===== src/design/assert_macros.svh =====
// assertion helpers shared by the rtl, clocked on aclk and muted in reset
`ifndef ASSERT_MACROS_SVH
`define ASSERT_MACROS_SVH

// same-cycle implication
`define ASSERT_IMPLIES(label, ante, cons) \
    label: assert property (@(posedge aclk) disable iff (!aresetn) (ante) |-> (cons)) \
        else $error("assertion failed: same-cycle implication");

// next-cycle implication
`define ASSERT_NEXT(label, ante, cons) \
    label: assert property (@(posedge aclk) disable iff (!aresetn) (ante) |=> (cons)) \
        else $error("assertion failed: next-cycle implication");

`endif


===== src/design/ptrt_pkg.sv =====
`default_nettype none

package ptrt_pkg;

    localparam int ID_W       = 16;
    localparam int TIME_W     = 32;
    localparam int ATT_W      = 4;
    localparam int RES_W      = 4;
    localparam int FUNC_W     = 3;
    localparam int PCNT_W     = 9;
    localparam int CFG_IDX_W  = 1;
    localparam int CFG_DATA_W = 32;
    localparam int IN_DATA_W  = 48;
    localparam int OUT_DATA_W = 32;

    // operation codes
    localparam logic [FUNC_W-1:0] FN_ADD     = 3'd0;
    localparam logic [FUNC_W-1:0] FN_CONFIRM = 3'd1;
    localparam logic [FUNC_W-1:0] FN_SCAN    = 3'd2;
    localparam logic [FUNC_W-1:0] FN_QUERY   = 3'd3;
    localparam logic [FUNC_W-1:0] FN_CLEAR   = 3'd4;

    // event codes
    localparam logic [RES_W-1:0] EV_ADDED       = 4'd0;
    localparam logic [RES_W-1:0] EV_FULL        = 4'd1;
    localparam logic [RES_W-1:0] EV_CONFIRMED   = 4'd2;
    localparam logic [RES_W-1:0] EV_NOT_PENDING = 4'd3;
    localparam logic [RES_W-1:0] EV_RETRY       = 4'd4;
    localparam logic [RES_W-1:0] EV_DROPPED     = 4'd5;
    localparam logic [RES_W-1:0] EV_PRESENT     = 4'd6;
    localparam logic [RES_W-1:0] EV_SCAN_DONE   = 4'd7;
    localparam logic [RES_W-1:0] EV_CLEARED     = 4'd8;

    // register indexes
    localparam logic [CFG_IDX_W-1:0] CFG_TIMEOUT = 1'b0;
    localparam logic [CFG_IDX_W-1:0] CFG_RETRIES = 1'b1;

    localparam logic [TIME_W-1:0] TIMEOUT_RST = 32'd120000;
    localparam logic [ATT_W-1:0]  RETRIES_RST = 4'd3;

    typedef struct packed {
        logic [ID_W-1:0]   id;
        logic [TIME_W-1:0] stamp;
        logic [ATT_W-1:0]  att;
    } slot_t;

    typedef enum logic [2:0] {
        ST_IDLE = 3'b001,
        ST_WALK = 3'b010,
        ST_DONE = 3'b100
    } state_t;

endpackage

`default_nettype wire


===== src/design/pending_transfer_retry_table_core.sv =====
`default_nettype none
`include "assert_macros.svh"

// channel   | direction | handshake          | payload
// ----------+-----------+--------------------+-----------------------------------------
// s_        | in        | s_tvalid/s_tready  | s_tuser func, s_tdata entry_id, now_ms
// m_        | out       | m_tvalid/m_tready  | m_tuser event_res, m_tdata id/att/count
// cfg_      | in        | cfg_valid/cfg_ready| cfg_index, cfg_data
//
// add, confirm, query, scan: a walk over every slot with one registered slot read and one
// shared age / id compare per cycle while not stalled, then the final result is loaded into
// the output register and the block returns to idle; clear: final result only; unknown func: no result
// each scan event the sink does not take stalls the walk; the next transaction is still
// accepted while the final result waits in the output register
// aresetn (synchronous) empties the table and restores register defaults

module pending_transfer_retry_table_core #(
    parameter int TABLE_DEPTH = 16
) (
    input  wire logic                             aclk,
    input  wire logic                             aresetn,
    input  wire logic                             s_tvalid,
    output logic                                  s_tready,
    input  wire logic [ptrt_pkg::IN_DATA_W-1:0]   s_tdata,   // entry_id, now_ms
    input  wire logic [ptrt_pkg::FUNC_W-1:0]      s_tuser,   // func
    output logic                                  m_tvalid,
    input  wire logic                             m_tready,
    output logic [ptrt_pkg::OUT_DATA_W-1:0]       m_tdata,   // event_id, attempt_count,
                                                             // entry count, zero pad
    output logic [ptrt_pkg::RES_W-1:0]            m_tuser,   // event_res
    output logic                                  m_tlast,
    input  wire logic                             cfg_valid,
    output logic                                  cfg_ready,
    input  wire logic [ptrt_pkg::CFG_IDX_W-1:0]   cfg_index,
    input  wire logic [ptrt_pkg::CFG_DATA_W-1:0]  cfg_data
);

    import ptrt_pkg::*;

    localparam int IDX_W = (TABLE_DEPTH > 1) ? $clog2(TABLE_DEPTH) : 1;
    localparam int CNT_W = $clog2(TABLE_DEPTH + 1);
    localparam logic [IDX_W-1:0] LAST_IDX = IDX_W'(TABLE_DEPTH - 1);

    // slot memory, one write and one registered read per cycle
    slot_t slot_mem [TABLE_DEPTH];

    state_t                  state_reg, state_next;
    logic [FUNC_W-1:0]       func_reg, func_next;
    logic [ID_W-1:0]         id_reg, id_next;
    logic [TIME_W-1:0]       now_reg, now_next;
    logic [TIME_W-1:0]       timeout_reg, timeout_next;
    logic [ATT_W-1:0]        retries_reg, retries_next;
    logic [TABLE_DEPTH-1:0]  valid_reg, valid_next;
    logic [CNT_W-1:0]        cnt_reg, cnt_next;

    // walk pipeline: a stage issues the read, b stage evaluates the slot
    logic [IDX_W-1:0]        a_idx_reg, a_idx_next;
    logic                    a_busy_reg, a_busy_next;
    logic [IDX_W-1:0]        b_idx_reg, b_idx_next;
    logic                    b_busy_reg, b_busy_next;
    slot_t                   rd_slot_reg;

    // search results for add / confirm / query
    logic                    hit_reg, hit_next;
    logic [IDX_W-1:0]        hit_idx_reg, hit_idx_next;
    logic [ATT_W-1:0]        hit_att_reg, hit_att_next;
    logic                    free_reg, free_next;
    logic [IDX_W-1:0]        free_idx_reg, free_idx_next;

    // output register
    logic                    out_valid_reg, out_valid_next;
    logic [RES_W-1:0]        out_res_reg, out_res_next;
    logic [ID_W-1:0]         out_id_reg, out_id_next;
    logic [ATT_W-1:0]        out_att_reg, out_att_next;
    logic [CNT_W-1:0]        out_cnt_reg, out_cnt_next;
    logic                    out_last_reg, out_last_next;

    logic                    mem_we;
    logic [IDX_W-1:0]        mem_wa;
    slot_t                   mem_wd;
    logic                    rd_en;
    logic                    out_free;
    logic                    out_load;
    logic                    stall;
    logic                    b_vld;
    logic [TIME_W-1:0]       age;
    logic                    timed_out;
    logic                    can_retry;
    logic                    id_eq;

    // shared evaluation unit on the slot in the b stage
    assign b_vld     = valid_reg[b_idx_reg];
    assign age       = now_reg - rd_slot_reg.stamp;
    assign timed_out = b_vld && (age > timeout_reg);
    assign can_retry = rd_slot_reg.att < retries_reg;
    assign id_eq     = b_vld && (rd_slot_reg.id == id_reg);
    assign out_free  = !out_valid_reg || m_tready;

    assign s_tready  = (state_reg == ST_IDLE);
    assign cfg_ready = 1'b1;

    assign m_tvalid  = out_valid_reg;
    assign m_tuser   = out_res_reg;
    assign m_tlast   = out_last_reg;
    assign m_tdata   = {3'b000, PCNT_W'(out_cnt_reg), out_att_reg, out_id_reg};

    always_comb begin
        state_next     = state_reg;
        func_next      = func_reg;
        id_next        = id_reg;
        now_next       = now_reg;
        timeout_next   = timeout_reg;
        retries_next   = retries_reg;
        valid_next     = valid_reg;
        cnt_next       = cnt_reg;
        a_idx_next     = a_idx_reg;
        a_busy_next    = a_busy_reg;
        b_idx_next     = b_idx_reg;
        b_busy_next    = b_busy_reg;
        hit_next       = hit_reg;
        hit_idx_next   = hit_idx_reg;
        hit_att_next   = hit_att_reg;
        free_next      = free_reg;
        free_idx_next  = free_idx_reg;
        out_valid_next = out_valid_reg;
        out_res_next   = out_res_reg;
        out_id_next    = out_id_reg;
        out_att_next   = out_att_reg;
        out_cnt_next   = out_cnt_reg;
        out_last_next  = out_last_reg;
        mem_we         = 1'b0;
        mem_wa         = b_idx_reg;
        mem_wd         = rd_slot_reg;
        rd_en          = 1'b0;
        out_load       = 1'b0;
        stall          = 1'b0;

        // sink took the waiting result
        if (out_valid_reg && m_tready) begin
            out_valid_next = 1'b0;
        end

        // register writes are for the user to send only while idle; the block itself does not enforce it
        if (cfg_valid) begin
            case (cfg_index)
                CFG_TIMEOUT: timeout_next = cfg_data;
                CFG_RETRIES: retries_next = cfg_data[ATT_W-1:0];
                default:     timeout_next = timeout_reg;
            endcase
        end

        case (state_reg)
            ST_IDLE: begin
                if (s_tvalid) begin
                    func_next   = s_tuser;
                    id_next     = s_tdata[ID_W-1:0];
                    now_next    = s_tdata[ID_W +: TIME_W];
                    hit_next    = 1'b0;
                    free_next   = 1'b0;
                    a_idx_next  = '0;
                    a_busy_next = 1'b1;
                    b_busy_next = 1'b0;
                    if (s_tuser == FN_ADD || s_tuser == FN_CONFIRM ||
                        s_tuser == FN_SCAN || s_tuser == FN_QUERY) begin
                        state_next = ST_WALK;
                    end else if (s_tuser == FN_CLEAR) begin
                        state_next = ST_DONE;
                    end
                end
            end

            ST_WALK: begin
                if (b_busy_reg) begin
                    if (func_reg == FN_SCAN) begin
                        if (timed_out) begin
                            if (!out_free) begin
                                stall = 1'b1;
                            end else begin
                                out_load      = 1'b1;
                                out_id_next   = rd_slot_reg.id;
                                out_last_next = 1'b0;
                                if (can_retry) begin
                                    mem_we       = 1'b1;
                                    mem_wa       = b_idx_reg;
                                    mem_wd.id    = rd_slot_reg.id;
                                    mem_wd.stamp = now_reg;
                                    mem_wd.att   = rd_slot_reg.att + ATT_W'(1);
                                    out_res_next = EV_RETRY;
                                    out_att_next = rd_slot_reg.att + ATT_W'(1);
                                    out_cnt_next = cnt_reg;
                                end else begin
                                    valid_next[b_idx_reg] = 1'b0;
                                    cnt_next     = cnt_reg - CNT_W'(1);
                                    out_res_next = EV_DROPPED;
                                    out_att_next = '0;
                                    out_cnt_next = cnt_reg - CNT_W'(1);
                                end
                            end
                        end
                    end else begin
                        if (id_eq && !hit_reg) begin
                            hit_next     = 1'b1;
                            hit_idx_next = b_idx_reg;
                            hit_att_next = rd_slot_reg.att;
                        end
                        if (!b_vld && !free_reg) begin
                            free_next     = 1'b1;
                            free_idx_next = b_idx_reg;
                        end
                    end
                end

                if (!stall) begin
                    if (a_busy_reg) begin
                        rd_en       = 1'b1;
                        b_idx_next  = a_idx_reg;
                        b_busy_next = 1'b1;
                        if (a_idx_reg == LAST_IDX) begin
                            a_busy_next = 1'b0;
                        end else begin
                            a_idx_next = a_idx_reg + IDX_W'(1);
                        end
                    end else begin
                        b_busy_next = 1'b0;
                        state_next  = ST_DONE;
                    end
                end
            end

            ST_DONE: begin
                if (out_free) begin
                    state_next    = ST_IDLE;
                    out_load      = 1'b1;
                    out_last_next = 1'b1;
                    out_id_next   = id_reg;
                    out_att_next  = '0;
                    out_cnt_next  = cnt_reg;
                    case (func_reg)
                        FN_ADD: begin
                            out_res_next = EV_ADDED;
                            mem_wd.id    = id_reg;
                            mem_wd.stamp = now_reg;
                            mem_wd.att   = '0;
                            if (hit_reg) begin
                                mem_we = 1'b1;
                                mem_wa = hit_idx_reg;
                            end else if (free_reg) begin
                                mem_we                   = 1'b1;
                                mem_wa                   = free_idx_reg;
                                valid_next[free_idx_reg] = 1'b1;
                                cnt_next                 = cnt_reg + CNT_W'(1);
                                out_cnt_next             = cnt_reg + CNT_W'(1);
                            end else begin
                                out_res_next = EV_FULL;
                            end
                        end
                        FN_CONFIRM: begin
                            if (hit_reg) begin
                                valid_next[hit_idx_reg] = 1'b0;
                                cnt_next     = cnt_reg - CNT_W'(1);
                                out_cnt_next = cnt_reg - CNT_W'(1);
                                out_res_next = EV_CONFIRMED;
                            end else begin
                                out_res_next = EV_NOT_PENDING;
                            end
                        end
                        FN_QUERY: begin
                            if (hit_reg) begin
                                out_res_next = EV_PRESENT;
                                out_att_next = hit_att_reg;
                            end else begin
                                out_res_next = EV_NOT_PENDING;
                            end
                        end
                        FN_SCAN: begin
                            out_res_next = EV_SCAN_DONE;
                            out_id_next  = '0;
                        end
                        FN_CLEAR: begin
                            valid_next   = '0;
                            cnt_next     = '0;
                            out_cnt_next = '0;
                            out_res_next = EV_CLEARED;
                            out_id_next  = '0;
                        end
                        default: begin
                            out_load = 1'b0;
                        end
                    endcase
                end
            end

            default: begin
                state_next = ST_IDLE;
            end
        endcase

        if (out_load) begin
            out_valid_next = 1'b1;
        end
    end

    always_ff @(posedge aclk) begin
        if (mem_we) begin
            slot_mem[mem_wa] <= mem_wd;
        end
        if (rd_en) begin
            rd_slot_reg <= slot_mem[a_idx_reg];
        end
    end

    always_ff @(posedge aclk) begin
        if (!aresetn) begin
            state_reg     <= ST_IDLE;
            timeout_reg   <= TIMEOUT_RST;
            retries_reg   <= RETRIES_RST;
            valid_reg     <= '0;
            cnt_reg       <= '0;
            a_busy_reg    <= 1'b0;
            b_busy_reg    <= 1'b0;
            hit_reg       <= 1'b0;
            free_reg      <= 1'b0;
            out_valid_reg <= 1'b0;
        end else begin
            state_reg     <= state_next;
            timeout_reg   <= timeout_next;
            retries_reg   <= retries_next;
            valid_reg     <= valid_next;
            cnt_reg       <= cnt_next;
            a_busy_reg    <= a_busy_next;
            b_busy_reg    <= b_busy_next;
            hit_reg       <= hit_next;
            free_reg      <= free_next;
            out_valid_reg <= out_valid_next;
        end
    end

    always_ff @(posedge aclk) begin
        func_reg      <= func_next;
        id_reg        <= id_next;
        now_reg       <= now_next;
        a_idx_reg     <= a_idx_next;
        b_idx_reg     <= b_idx_next;
        hit_idx_reg   <= hit_idx_next;
        hit_att_reg   <= hit_att_next;
        free_idx_reg  <= free_idx_next;
        out_res_reg   <= out_res_next;
        out_id_reg    <= out_id_next;
        out_att_reg   <= out_att_next;
        out_cnt_reg   <= out_cnt_next;
        out_last_reg  <= out_last_next;
    end

    // pending count tracks the valid bits through every add, confirm, drop and clear
    `ASSERT_IMPLIES(a_cnt_matches_valid, 1'b1, ($countones(valid_reg) == int'(cnt_reg)))

    // a known operation always starts the sequencer
    `ASSERT_NEXT(a_known_func_leaves_idle, (s_tvalid && s_tready && (s_tuser <= FN_CLEAR)), (state_reg != ST_IDLE))

    // a cleared result leaves the table empty
    `ASSERT_NEXT(a_clear_empties, (out_load && out_res_next == EV_CLEARED), (valid_reg == '0))

endmodule

`default_nettype wire

===== config.mk =====
export PLATFORM = sky130hd
export DESIGN_NAME = pending_transfer_retry_table_core
export DESIGN_NICKNAME = d
export VERILOG_FILES = /design/src/design/ptrt_pkg.sv /design/src/design/pending_transfer_retry_table_core.sv
export VERILOG_INCLUDE_DIRS = /design/src /design/src/design
export SDC_FILE = /design/constraint.sdc
export NUM_CORES = 1
export LEC_CHECK = 0
export BUFFER_PORTS_ARGS = -buffer_cell sky130_fd_sc_hd__clkbuf_2
export CAP_MARGIN = 20
export CORE_MARGIN = 2
export CORE_UTILIZATION = 65
export CTS_CLUSTER_DIAMETER = 150
export DETAILED_ROUTE_END_ITERATION = 8
export PLACE_DENSITY = 0.8
export SLEW_MARGIN = 20
export SYNTH_ARGS = -nofsm -noshare
export SYNTH_HDL_FRONTEND = slang
export SYNTH_SLANG_ARGS = --single-unit

===== constraint.sdc =====
create_clock -name aclk -period 21.4 [get_ports aclk]
set_input_delay 3.21 -clock aclk [delete_from_list [all_inputs] [get_ports aclk]]
set_output_delay 3.21 -clock aclk [all_outputs]
set_load 0.05 [all_outputs]

# After elaboration in Yosys (flattened, before gate mapping)
# Memories as Yosys holds them, arrays and structs flattened. A register that Yosys moved wholly into a read port is not among the register bits.
# Index checks and enable logic that the tools add are counted.
# word_totals
regBits,166
ramBits,832
input_bits,89
elab_cells,249
mem_count,1
# classes
addsub,5
magnitude_cmp,8
eq_ne,33
muxes,134
bitwise,8
n_reduce_logical,37
# memory_table
memory,words,word_bits,rd,rd_clocked_by_memory_dff,wr,line,rtl
slot_mem,16,52,1,1,1,pending_transfer_retry_table_core.sv:45,slot_t slot_mem [TABLE_DEPTH];
# op_table
operator,count
16-bit 2-to-1 mux,15
36-bit 2-to-1 mux,5
52-bit 2-to-1 mux,2
52-bit one-hot mux with 2 select lines,1
4-bit 2-to-1 mux,22
16-bit one-hot mux with 2 select lines,2
1-bit 2-to-1 mux,52
16-bit one-hot mux with 3 select lines,1
5-bit 2-to-1 mux,9
16-bit AND,2
32-bit greater-than comparator,1
16-bit NOT,2
32-bit subtractor,1
"2-bit != test, second input constant",14
4-bit one-hot mux with 2 select lines,3
3-bit 2-to-1 mux,7
4-bit one-hot mux with 5 select lines,1
5-bit AND reduction,4
16-bit == test,1
16-bit OR,1
"3-bit by 2-bit == test with 1-bit output, second input constant",5
"4-bit by 5-bit < comparator with 1-bit output, second input constant",3
5-bit one-hot mux with 3 select lines,1
1-bit one-hot mux with 2 select lines,7
30 further kinds,63

# Longest topological paths before layout
# Gate-level depths: netlist (run 1).
# depth
depth_word,12
mapped_depth,21
depth_no_buf,20

# Worst setup path before layout (run 1)
# No wires, ideal clock.
# synth_path
path_kind,reg2reg
startpoint,register now_reg[0]
endpoint,memory slot_mem[12][0] (netlist bit) (enable)
setup_ns,0.540
arrival_ns,8.518
t_required_ns,20.861
path_slack_ns,12.343
stages_incl_launch_ff,22
path_buffers,2
cell_sequence,edfxtp_1 > inv_1 > ha_1 > inv_1 > fa_1 > a211oi_1 > o21ai_0 > a21oi_1 > a31oi_1 > a2111oi_0 > o31ai_1 > xor2_1 > ha_1 > nand4_1 > or2_1 > or4_1 > inv_1 > a21o_1 > buf_2 > nand2_2 > buf_2 > a211oi_1
# synth_via
elab_chain_len,9
# synth_lines
element,line,rtl
"start, declared",pending_transfer_retry_table_core.sv:50,"logic [TIME_W-1:0] now_reg, now_next;"
"start signal, assigned",pending_transfer_retry_table_core.sv:341,now_reg <= now_next;
32-bit subtractor,pending_transfer_retry_table_core.sv:93,assign age = now_reg - rd_slot_reg.stamp;
32-bit greater-than comparator,pending_transfer_retry_table_core.sv:94,assign timed_out = b_vld && (age > timeout_reg);
1-bit logical AND,pending_transfer_retry_table_core.sv:94,
1-bit 2-to-1 mux,pending_transfer_retry_table_core.sv:175,if (timed_out) begin
1-bit 2-to-1 mux,pending_transfer_retry_table_core.sv:174,if (func_reg == FN_SCAN) begin
1-bit 2-to-1 mux,pending_transfer_retry_table_core.sv:173,if (b_busy_reg) begin
1-bit one-hot mux with 2 select lines,pending_transfer_retry_table_core.sv:152,case (state_reg)
1-bit 2-to-1 mux,pending_transfer_retry_table_core.sv:304,if (mem_we) begin
1-bit 2-to-1 mux (not written as such),pending_transfer_retry_table_core.sv:305,slot_mem[mem_wa] <= mem_wd;
"end, declared",pending_transfer_retry_table_core.sv:45,
# No other way between the ends.

# Final worst setup path (run 1)
# layout_path
startpoint,register now_reg[0]
endpoint,memory slot_mem[1][11] (netlist bit) (enable)
# Same word-level chain as after synthesis.

==> results of run 1 <==
cell usage in the layout (no fill, tap or decap), types with 71 or more instances in the layout:
cell type,n
edfxtp_1,985
clkbuf_2,120
mux4_2,265
ha_1,71
nor2_1,85
o21ai_0,108
a21oi_1,115
clkbuf_16,101
nand2_1,233
inv_1,90
cell type report:
class,instances,area [sq um],share of cell area
sequential,1050,30900,0.628
multi-input combinational,1339,12800,0.259
clock buffer,124,2640,0.0537
tap,873,1090,0.0222
timing repair buffer,168,1010,0.0205
clock inverter,56,457,0.00928
inverter,92,345,0.00702
worst max-delay path by stage:
stage	slack (ns)	end	start	depth (start not counted)
5_1_grt	12.33	slot_mem[1][29]	now_reg[0]	21
2_1_floorplan	12.34	slot_mem[12][0]	now_reg[0]	21
6_report	12.78	slot_mem[1][11]	now_reg[0]	21
3_5_place_dp	13.04	slot_mem[0][13]	now_reg[0]	21
4_1_cts	12.96	slot_mem[1][29]	now_reg[0]	21
3_3_place_gp	13.09	slot_mem[1][24]	now_reg[0]	21
cell usage after synthesis (all sizes together), types with 3 or more instances:
cell type | count | share of area
a2111oi | 3 | 0.00059
and2 | 7 | 0.00099
nand2 | 234 | 0.020
nand3b | 3 | 0.00051
a21boi | 6 | 0.0010
o221ai | 3 | 0.00059
a211oi | 27 | 0.0046
mux4 | 265 | 0.13
a22o | 25 | 0.0049
or2 | 4 | 0.00057
o211ai | 16 | 0.0027
a31oi | 64 | 0.0091
xnor2 | 33 | 0.0065
a21oi | 116 | 0.013
nand2b | 21 | 0.0030
nor4 | 3 | 0.00042
a221oi | 7 | 0.0014
a211o | 3 | 0.00059
buf | 51 | 0.0057
and4 | 5 | 0.0011
xor2 | 15 | 0.0030
nor2b | 20 | 0.0028
o21a | 6 | 0.0010
nor2 | 87 | 0.0074
ha | 71 | 0.020
nand4 | 14 | 0.0020
clkbuf | 95 | 0.0081
nand3 | 31 | 0.0035
and3 | 5 | 0.00071
inv | 92 | 0.0078
o21ai | 140 | 0.016
o31ai | 8 | 0.0014
o21bai | 7 | 0.0012
edfxtp | 985 | 0.67
nor3 | 20 | 0.0024
a21o | 18 | 0.0031
dfxtp | 65 | 0.029
mux2i | 8 | 0.0018
or3 | 6 | 0.00085
a32o | 3 | 0.00068
critical path, stage by stage, from the launching register on:
cell and delay, ns:
edfxtp_1 0.41, inv_1 0.09, ha_1 0.17, inv_1 0.05
fa_1 0.42, a211oi_1 0.32, o21ai_0 0.17, a21oi_1 0.33
a31oi_1 0.26, a2111oi_1 0.93, o31ai_1 0.15, xor2_1 0.18
ha_1 0.30, nand4_1 0.10, or2_1 0.26, or4_1 0.57
inv_1 0.08, a21o_2 0.11, buf_4 0.64, nand2_2 0.79
a211oi_4 1.01, buf_4 0.78
metrics by stage:
step | power (W) | area, sq um | hold slack, ns | std cells | setup WS (ns)
after floorplan | 0.00284 | 44300 | 0.424 | 2627 | 12.34
after CTS | 0.00473 | 49000 | 0.464 | 3698 | 12.96
after global routing | 0.00485 | 49200 | 0.482 | 3702 | 12.33
after global placement | 0.00300 | 45900 | 0.446 | 3517 | 13.09
final | 0.00473 | 49200 | 0.466 | 3702 | 12.78
after detailed placement | 0.00303 | 45900 | 0.449 | 3518 | 13.04
power breakdown:
group          internal [W]  switching [W]
Combinational      0.000295       0.000399
Clock              0.000940       0.000782
Sequential          0.00228      0.0000344
Total               0.00352        0.00122
cells by family after synthesis:
logic type | Yosys count
mux | 274
fa+ha+maj | 72
buf+inv | 238
xor+xnor | 48
simple gates | 468
flops | 1050
other cells | 2
compound gates | 469
layer usage:
metal / vias to the layer above / global-route usage / wire length [microns]
met5: - / 0 / 55
met3: 319 / 0.0536 / 12000
li1: 10700 / - / -
met2: 2039 / 0.537 / 56500
met1: 13400 / 0.463 / 42500
met4: 8 / 0.132 / 4520
==> run metrics, run 1 <==
Synth Area in Compound Gates 0.0655; crit path max fanout 77; worst r2r src now_reg[0]; reg2reg end slot_mem[1][11]; f_max 116 MHz; Power Dens Cells 96.2 nW/um^2; port bufs 120; # resized after CTS 0; Worst EP arrival 8.91 ns; VDD IR max 0.0614 mV; wire per inst 31.2 microns; ANT cells 0; share of the clock period used by the worst path 0.403; Initial DRC Count 3862; Post-Syn Instances 2621; Post-synth EDFFs 985; maxcap violations 0; Initial Utilization 0.658; Ports 129; Pre-Repair DR Iteration Count 8; Mapped Area 44200 sq um; WS Path Type reg2reg; HPWL after detailed placement 61700 microns; fraction of layout cells with a size suffix above 1 0.226; HP Start timeout_reg[1]; Worst-path clk slew 0.06 ns; drt drc 0; Rows 95; HP Class reg2reg; Total Nets Final 2912; vias per inst 7.15; die area 70200 sq um; initial antenna violation count 7; TritonCTS buffer count 100; critical path endpoint category register; setup TNS 0 ns; vias in the first global route 26.4k; # setup viols final 0; pin count of the biggest net entering global routing 167; #FFs+latches synth 1050; Max Root-Sink Buffers 3; total core area 67300 sq um; routability cong. 0.873; P&R area growth vs syn 11.2%; FF-to-FF setup slack 12.78 ns; worst hold path endpoint timeout_reg[1]; Die Height 265 microns; cells on worst reg2reg path 21; Req. time, crit path 21.69 ns; Top FF cell, synth edfxtp_1; Final Hold Viols 0; Final ANT Viol Nets 0; htree depth 3; ys async rst share 0; DR vias 26.5k; CP startpoint kind register; status finished clean; Post-CTS Repair Setup Buffers 0; final core utilization 0.731; main combinational cell family by area after synthesis multiplexers; Yosys warnings 0; max-slew violations 0; Skew-Pair Late Insertion Delay 0.67 ns; hold-fix buffers at CTS 0; final wirelength 116000 microns; TritonCTS clock tree done; post-synthesis simple-gate area fraction 0.0477; first-pass GRT wire length 171000 microns; cell leakage power 16.2 nW; min cycle time layout 8.62 ns; RSZ-0062 raised after global routing false; Synth Area in Adders 0.0205; WHS Path Cells 2; fillers 3677; register area share after synthesis 0.698; Post-Syn Area per Cell 16.9 sq um; Netlist cell types 74; root buf cell clkbuf_16; gr ovfl total 0; Slew HR 0.175; worst slew pin tran 1.24 ns; final setup skew 0.0304 ns; max FFs per register 832; clock sinks 1050; Total GRT Usage 0.333; Die W 265 microns; XOR/XNOR Fraction of Synth Area 0.00950; mux contribution to synthesized area 0.137
No activity file was read; power rests on OpenSTA's default activity.
==> run 2, diff against run 1 <==
ABC_AREA = 1   (was not set)
CORE_UTILIZATION = 56   (was 65)
PLACE_DENSITY = 0.73   (was 0.8)
clock period = 7.4 ns   (was 21.4 ns; I/O delays follow)
==> run metrics, run 2 <==
Initial Utilization 0.565; vias per inst 6.04; main area contributors after synthesis edfxtp_1, nor2_1, nand2_1; P&R area growth vs syn 11.5%; Logic pwr share 0.281; HPWL after detailed placement 66200 microns; Post-CTS Repair Setup Buffers 0; Die Height 289 microns; Pre-Repair DR Iteration Count 6; WS Path Type reg2reg; max-slew violations 0; routability cong. 0.905; Worst-path clk slew 0.06 ns; Power, Total 0.0170 W; fillers 6039; Seq pwr share 0.414; top cells by count, synth edfxtp_1, nor2_1, nand2_1, o21ai_0, inv_1; Final ANT Viol Nets 0; HP Class reg2reg; non-filler cells, final 5124; #FFs+latches synth 1050; vias in the first global route 28.9k; worst slew pin tran 1.11 ns; TritonCTS clock tree done; Req. time, crit path 7.69 ns; Power Dens Cells 336 nW/um^2; clock sinks 1050; Sw Pwr 0.00573 W; area leader, netlist edfxtp_1; gr ovfl total 0; max FFs per register 832; root buf cell clkbuf_16; Max Root-Sink Buffers 3; Total Nets Final 4136; # setup viols final 0; Netlist cell types 52; cell leakage power 18.3 nW; min cycle time layout 5.84 ns; ANT cells 0; Final Hold Viols 0; DR vias 31.0k; ys async rst share 0; Post-synth EDFFs 985; port bufs 120; Total GRT Usage 0.269; VDD IR max 0.321 mV; commonest non-fill, non-tap cell in the layout edfxtp_1; fraction of layout cells with a size suffix above 1 0.0997; final setup skew 0.0336 ns; Int Power 0.0113 W; die area 83500 sq um; commonest non-fill, non-tap cells in the layout edfxtp_1, nor2_1, nand2_1; pin count of the biggest net entering global routing 192; TritonCTS buffer count 102; Initial DRC Count 3725; Top FF cell, synth edfxtp_1; CP startpoint kind register; dpl cells 4930; share of the clock period used by the worst path 0.789; final wirelength 114000 microns; drt drc 0; hold_ws 0.463 ns; Post-Syn Area per Cell 11.7 sq um; Skew-Pair Late Insertion Delay 0.67 ns; RSZ-0062 raised after global routing false; switching part of the total power 0.336; total core area 80400 sq um; Post-Syn Instances 3890; maxcap violations 0; Die W 289 microns; Ports 129; clock network fraction of design power 0.305; setup TNS 0 ns; Yosys top cell area share 0.651; Slew HR 0.260; first-pass GRT wire length 171000 microns; cell with the most instances after synthesis edfxtp_1; Worst EP arrival 6.13 ns; crit path max fanout 52; critical path endpoint category register; register area share after synthesis 0.679; status finished clean; initial antenna violation count 3; Mapped Area 45500 sq um; htree depth 3; Rows 104; # resized after CTS 0; f_max 171 MHz; wire per inst 22.2 microns; Yosys warnings 0; hold-fix buffers at CTS 0
run 2: cell count changes in the layout (fill, tap and decap cells not counted), sizes merged, moves of 33 or more:
cell    change
a22oi      +33
mux2i      +72
o221ai     +78
nor2      +540
a31oi      -59
nand3      +94
inv       +178
o32ai     +137
o21ai     +192
mux4      -265
nand2     +335
run 2: cells by family after synthesis:
| family | Yosys count | synth area share |
|---|---|---|
| buf+inv | 485 | 0.0418 |
| simple gates | 1352 | 0.119 |
| mux | 80 | 0.0176 |
| compound gates | 808 | 0.115 |
| flops | 1050 | 0.679 |
| other cells | 2 | 0.000165 |
| xor+xnor | 41 | 0.00790 |
| fa+ha+maj | 72 | 0.0200 |
run 2: layout make-up:
cell class,instances,area [sq um],share of cell area
sequential,1050,30900,0.609
multi-input combinational,2361,12800,0.253
clock buffer,125,2710,0.0535
tap,1060,1330,0.0262
timing repair buffer,186,1220,0.0241
inverter,274,1040,0.0205
clock inverter,68,662,0.0131
run 2: final timing paths:
check	start	to	slack, ns	cells after the start
worst max-delay path	now_reg[0]	slot_mem[6][18]	1.56	25
worst min-delay path	timeout_reg[17]	timeout_reg[17]	0.46	2
worst max register to register	now_reg[0]	slot_mem[6][18]	1.56	25
worst min register to register	timeout_reg[17]	timeout_reg[17]	0.46	2
run 2: critical path, cell delays in order, from the launching register on:
cell and delay, ns:
edfxtp_1 0.41, inv_1 0.11, ha_1 0.14, inv_1 0.06, fa_1 0.40, nand3_1 0.08, nand2_1 0.10, a21boi_0 0.39
nor3_1 0.12, nor2_1 0.26, o21ai_0 0.20, nand2_1 0.09, nand2_1 0.06, xor2_1 0.15, ha_1 0.28, nand2_1 0.07
nor3_1 0.27, nand2_1 0.16, inv_1 0.08, nand2_1 0.05, nand2_1 0.16, nand4_4 0.18, o21bai_2 0.32, nand2_1 0.31
nor2_4 0.14, buf_4 0.76
run 2: power groups by stage:
| stage | clock, W | sequential [W] | combinational (W) |
|---|---|---|---|
| detailed placement | 0 | 0.00717 | 0.00471 |
| finish | 0.00519 | 0.00705 | 0.00479 |
| global placement | 0 | 0.00716 | 0.00462 |
| global route | 0.00548 | 0.00707 | 0.00527 |
| CTS | 0.00525 | 0.00704 | 0.00475 |
| floorplan | 0 | 0.00716 | 0.00337 |
run 2: routing by layer:
metal	GRT usage	share of wire	vias to the layer above
met3	0.0550	0.10	206
met5	0	0.00011	-
li1	-	-	14200
met2	0.419	0.46	1580
met4	0.0785	0.024	2
met1	0.388	0.42	15000
run 2: metrics by stage:
step           instance area (sq um)  setup slack (ns)  utilization
4_1_cts                        50700              1.57        0.630
3_3_place_gp                   47300              1.60        0.588
3_5_place_dp                   47300              1.57        0.588
5_1_grt                        50700              1.18        0.630
6_report                       50700              1.56        0.630
2_1_floorplan                  45500              1.42            -
